--- src/hdl/trle_pkg.sv ---
// Package for the trie Levenshtein row engine: sizes, command and state types, helpers.
`timescale 1ns / 1ps
package trle_pkg;

   localparam int MAX_LEN = 32;
   localparam int ROWS    = MAX_LEN + 1;
   localparam int COL_W   = $clog2(ROWS);
   localparam int CHAR_AW = $clog2(MAX_LEN);
   localparam int ROW_AW  = $clog2(ROWS * ROWS);
   localparam int DIST_W  = 6;
   // per-depth entry: exact flag, mismatch count, highest row column written
   localparam int PATH_W  = 1 + DIST_W + COL_W;

   localparam logic [DIST_W-1:0] ROW_SAT = 6'd63;
   localparam logic [2:0]        MAX_DISTANCE_RESET = 3'd3;

   typedef enum logic [1:0] {
      CMD_NOP,
      CMD_LOAD,
      CMD_VISIT
   } cmd_kind_type;

   typedef struct packed {
      cmd_kind_type      kind;
      logic [COL_W-1:0]  index;   // load position or visit depth
      logic [7:0]        letter;
      logic              last;
   } cmd_type;

   typedef enum logic [1:0] {
      ST_IDLE,
      ST_SWEEP,
      ST_FINISH
   } back_state_type;

   function automatic logic [DIST_W-1:0] sat_inc(input logic [DIST_W-1:0] v);
      return (v == ROW_SAT) ? ROW_SAT : v + 1'b1;
   endfunction

   function automatic logic [DIST_W-1:0] min3(input logic [DIST_W-1:0] a,
                                              input logic [DIST_W-1:0] b,
                                              input logic [DIST_W-1:0] c);
      logic [DIST_W-1:0] m;
      m = a;
      if (b < m) m = b;
      if (c < m) m = c;
      return m;
   endfunction

endpackage

--- src/hdl/trle_front.sv ---
// Front end: accepts requests, classifies them and holds them in a two-entry queue.
`timescale 1ns / 1ps
module trle_front (
   input  logic              clock,
   input  logic              reset,
   input  logic              req_valid,
   output logic              req_ready,
   input  logic              req_opcode,
   input  logic [4:0]        req_position,
   input  logic [7:0]        req_letter,
   input  logic [5:0]        req_depth,
   input  logic              req_is_last,
   output logic              q_valid,
   output trle_pkg::cmd_type q_cmd,
   input  logic              q_pop
);
   import trle_pkg::*;

   cmd_type    slot_ff [2];
   logic       wr_ptr_ff, wr_ptr_in;
   logic       rd_ptr_ff, rd_ptr_in;
   logic [1:0] count_ff, count_in;
   cmd_type    cmd;
   logic       push;

   always_comb begin
      cmd.letter = req_letter;
      cmd.last   = req_is_last;
      if (!req_opcode) begin
         cmd.index = COL_W'(req_position);
         cmd.kind  = (32'(req_position) < MAX_LEN) ? CMD_LOAD : CMD_NOP;
      end else begin
         cmd.index = COL_W'(req_depth);
         cmd.kind  = (req_depth != '0 && 32'(req_depth) <= MAX_LEN) ? CMD_VISIT : CMD_NOP;
      end
   end

   assign req_ready = (count_ff != 2'd2);
   assign push      = req_valid && req_ready;
   assign q_valid   = (count_ff != 2'd0);
   assign q_cmd     = slot_ff[rd_ptr_ff];

   always_comb begin
      wr_ptr_in = wr_ptr_ff ^ push;
      rd_ptr_in = rd_ptr_ff ^ q_pop;
      count_in  = count_ff + {1'b0, push} - {1'b0, q_pop};
   end

   always_ff @(posedge clock) begin
      if (reset) begin
         wr_ptr_ff <= 1'b0;
         rd_ptr_ff <= 1'b0;
         count_ff  <= 2'd0;
      end else begin
         wr_ptr_ff <= wr_ptr_in;
         rd_ptr_ff <= rd_ptr_in;
         count_ff  <= count_in;
      end
   end

   always_ff @(posedge clock) begin
      if (push) begin
         slot_ff[wr_ptr_ff] <= cmd;
      end
   end
endmodule

--- config.mk ---
export PLATFORM = sky130hd
export DESIGN_NAME = trle_front
export DESIGN_NICKNAME = d
export VERILOG_FILES = /design/src/hdl/trle_pkg.sv /design/src/hdl/trle_front.sv
export SDC_FILE = /design/constraint.sdc
export NUM_CORES = 1
export LEC_CHECK = 0
export ABC_AREA = 1
export BUFFER_PORTS_ARGS = -buffer_cell sky130_fd_sc_hd__buf_2
export CORE_AREA = 2 2 62 58
export DETAILED_ROUTE_END_ITERATION = 6
export DIE_AREA = 0 0 64 60
export MAX_ROUTING_LAYER = met4
export PLACE_DENSITY = 0.72
export SLEW_MARGIN = 20
export SYNTH_ARGS = -nofsm -noshare
export SYNTH_HDL_FRONTEND = slang
export SYNTH_SLANG_ARGS = --single-unit
--- constraint.sdc ---
create_clock -name clock -period 1.94 [get_ports clock]
set_input_delay 0.388 -clock clock [delete_from_list [all_inputs] [get_ports clock]]
set_output_delay 0.388 -clock clock [all_outputs]
set_load 0.005 [all_outputs]
==> results.tsv <==
stage	metric	value	unit
timing	hold_violations	0	
floorplan	core-area	3230	µm²
global_route	grt_max_degree	18	
clock_tree	hold_buffers	0	
timing	fin_crit_sh	92.5	%
synthesis	synth_seq_cells	38	
global_route	gr-total-overflow	0	
pwr	leakage	0.827	nW
timing	maxSlewViolCount	0	
setup_path	critPathRequiredTime	1.55	ns
setup_path	max_stage_delay	0.37	ns
timing	fmax	0.557	GHz
min_path	min-delay-path-class	input port to flip-flop	
pwr	p_per_area	899	nW/µm²
detailed_routing	ant_nets	0	
synthesis	syn_nets	134	
timing	relSlewSlack	79.6	%
clock_tree	cts_sinks	38	
cells_and_area	drive_gt1_share	44.4	%
synthesis	postSynthCellCount	107	
synthesis	synth.avg_cell_area	14.7	µm²
place	dpl_cell_area	1860	µm²
floorplan	die_area	3840	µm²
cells_and_area	fin_util	59.3	%
place	finalWeightedCongestion	0.852	
detailed_routing	firstDrtPassIters	4	
pwr	ir_worst_vdd	0.490	mV
timing	fin_hold_ws	0.241	ns
clock_tree	clk_path_buf_depth	2	
timing	finalSetupViolations	0	
floorplan	io_pins	44	
detailed_routing	vias_per_cell	4.73	
setup_path	crit_chain	buf_4 -> mux2_2 -> buf_2	
detailed_routing	dr_total_vias	964	
cells_and_area	n_antenna_cell	0	
global_route	grt_pass1_vias	905	
synthesis	ys_types	14	
clock_tree	cts_tree	done	
clock_tree	clkTransAtPathRegs	0.11	ns
setup_path	start_kind	flip-flop	
setup_path	arrival	1.41	ns
timing	tns	0	ns
place	io_buffers	43	
clock_tree	cts-resized-gates	0	
floorplan	rows	20	
synthesis	netlist_area	1580	µm²
timing	fin_skew	0.00812	ns
detailed_routing	route.detailed.drc	0	
global_route	grt_pass1_wl	3950	µm
cells_and_area	fin_area	1910	µm²
synthesis	yosys_warnings	0	
clock_tree	numCtsBuffers	5	
place	hpwlAfterDp	1920	µm
detailed_routing	routedWlPerCell	12.3	µm
floorplan	die_w	64	µm
outcome	status	finished, final reports clean	
floorplan	die_h	60	µm
cells_and_area	syn_to_final_growth	21.3	%
detailed_routing	wirelength	2510	µm
setup_path	critPathKind	flip-flop to primary output	
global_route	antenna_found_initial	0	
global_route	grt_usage	14.5	%
clock_tree	cts-root-buf	clkbuf_4	
detailed_routing	drtIter0Drc	10	
synthesis	seq_area_frac_synth	69.8	%
setup_path	cp_max_fo	14	
job	cap_violations	0	
clock_tree	cts_max_level	2	
timing	period_needed	1.79	ns
cells_and_area	finish.net_count	186	
setup_path	cp-end-kind	primary output	
timing	worstMarginPinSlew	0.303	ns
timing	rsz0062_at_grt	false	
setup_path	slowest_stage	mux2_2	
floorplan	start_util	48.9	%
clock_tree	clk_latency	0.33	ns
clock_tree	post-cts-setup-buffer-count	0	
## report_power, final
part	switching (mW)	internal, mW	leakage (nW)
logic	0.163	0.172	0.447
clock network	0.239	0.135	0.0286
registers	0.0218	0.989	0.352
total	0.424	1.30	0.827
## stage by stage
stage                     setup slack (ns)  total power [mW]  std cells
after CTS                            0.119              1.75        204
after global placement               0.494              1.35        196
after global routing                0.0517              1.82        204
after floorplan                      0.236              1.23        107
after detailed placement             0.458              1.37        196
final                                0.145              1.72        204
## routing by layer
layer	wire, µm	up-vias	track usage, %
met5	0	-	-
met4	47	0	6.52
met3	132	6	4.14
met2	1360	32	24.9
met1	973	453	16.0
li1	-	473	-
## critical path, delay by kind of cell (launching register included)
kind,cells,cell delay [ns]
buf+inv,2,0.37
mux,1,0.37
flops,1,0.34
## sequential cells by signal, summed over array words and instances, names as in the netlist
register	flops
slot_ff	34
count_ff	2
rd_ptr_ff	1
wr_ptr_ff	1
## Yosys cell counts
master	n	area [µm²]
o21ai_0	1	5.00
nand3_1	2	10.0
inv_1	10	37.5
dfxtp_1	4	80.1
buf_6	1	11.3
nand2_1	24	90.1
buf_12	1	20.0
edfxtp_1	34	1020
a21oi_1	1	5.00
mux2_2	8	90.1
xnor2_1	2	17.5
ha_1	2	25.0
mux2_4	9	135
nor2_1	8	30.0
## worst paths after layout
kind              cells past startpoint  slack [ns]         from             end
hold reg to reg                       3        0.60    wr_ptr_ff       wr_ptr_ff
setup / recovery                      3        0.15    rd_ptr_ff       q_cmd[16]
hold / removal                        1        0.24  req_is_last   slot_ff[1][0]
setup reg to reg                      6        0.48  count_ff[0]  slot_ff[0][12]
## area by class of cell
class                      count  area [µm²]
clock inverter                 3        16.3
inverter                      10        37.5
sequential                    38        1100
fill                         272        1320
multi-input combinational     57         408
clock buffer                   5        37.5
tap                           44        55.1
timing repair buffer          47         258
## placed cells by master, fill, tap and decap left out, drive strengths merged
master	count
buf	47
edfxtp	34
nand2	24
mux2	17
inv	10
nor2	8
clkbuf	5
dfxtp	4
xnor2	2
nand3	2
ha	2
clkinv	2
o21ai	1
a21oi	1
clkinvlp	1
## cell families after synthesis
logic type / Yosys count / share of synthesized area, %
flops: 38 / 69.8
simple gates: 34 / 8.25
compound gates: 2 / 0.634
mux: 17 / 14.3
fa+ha+maj: 2 / 1.59
xor+xnor: 2 / 1.11
buf+inv: 12 / 4.36
Power figures use the tool's default switching activity.
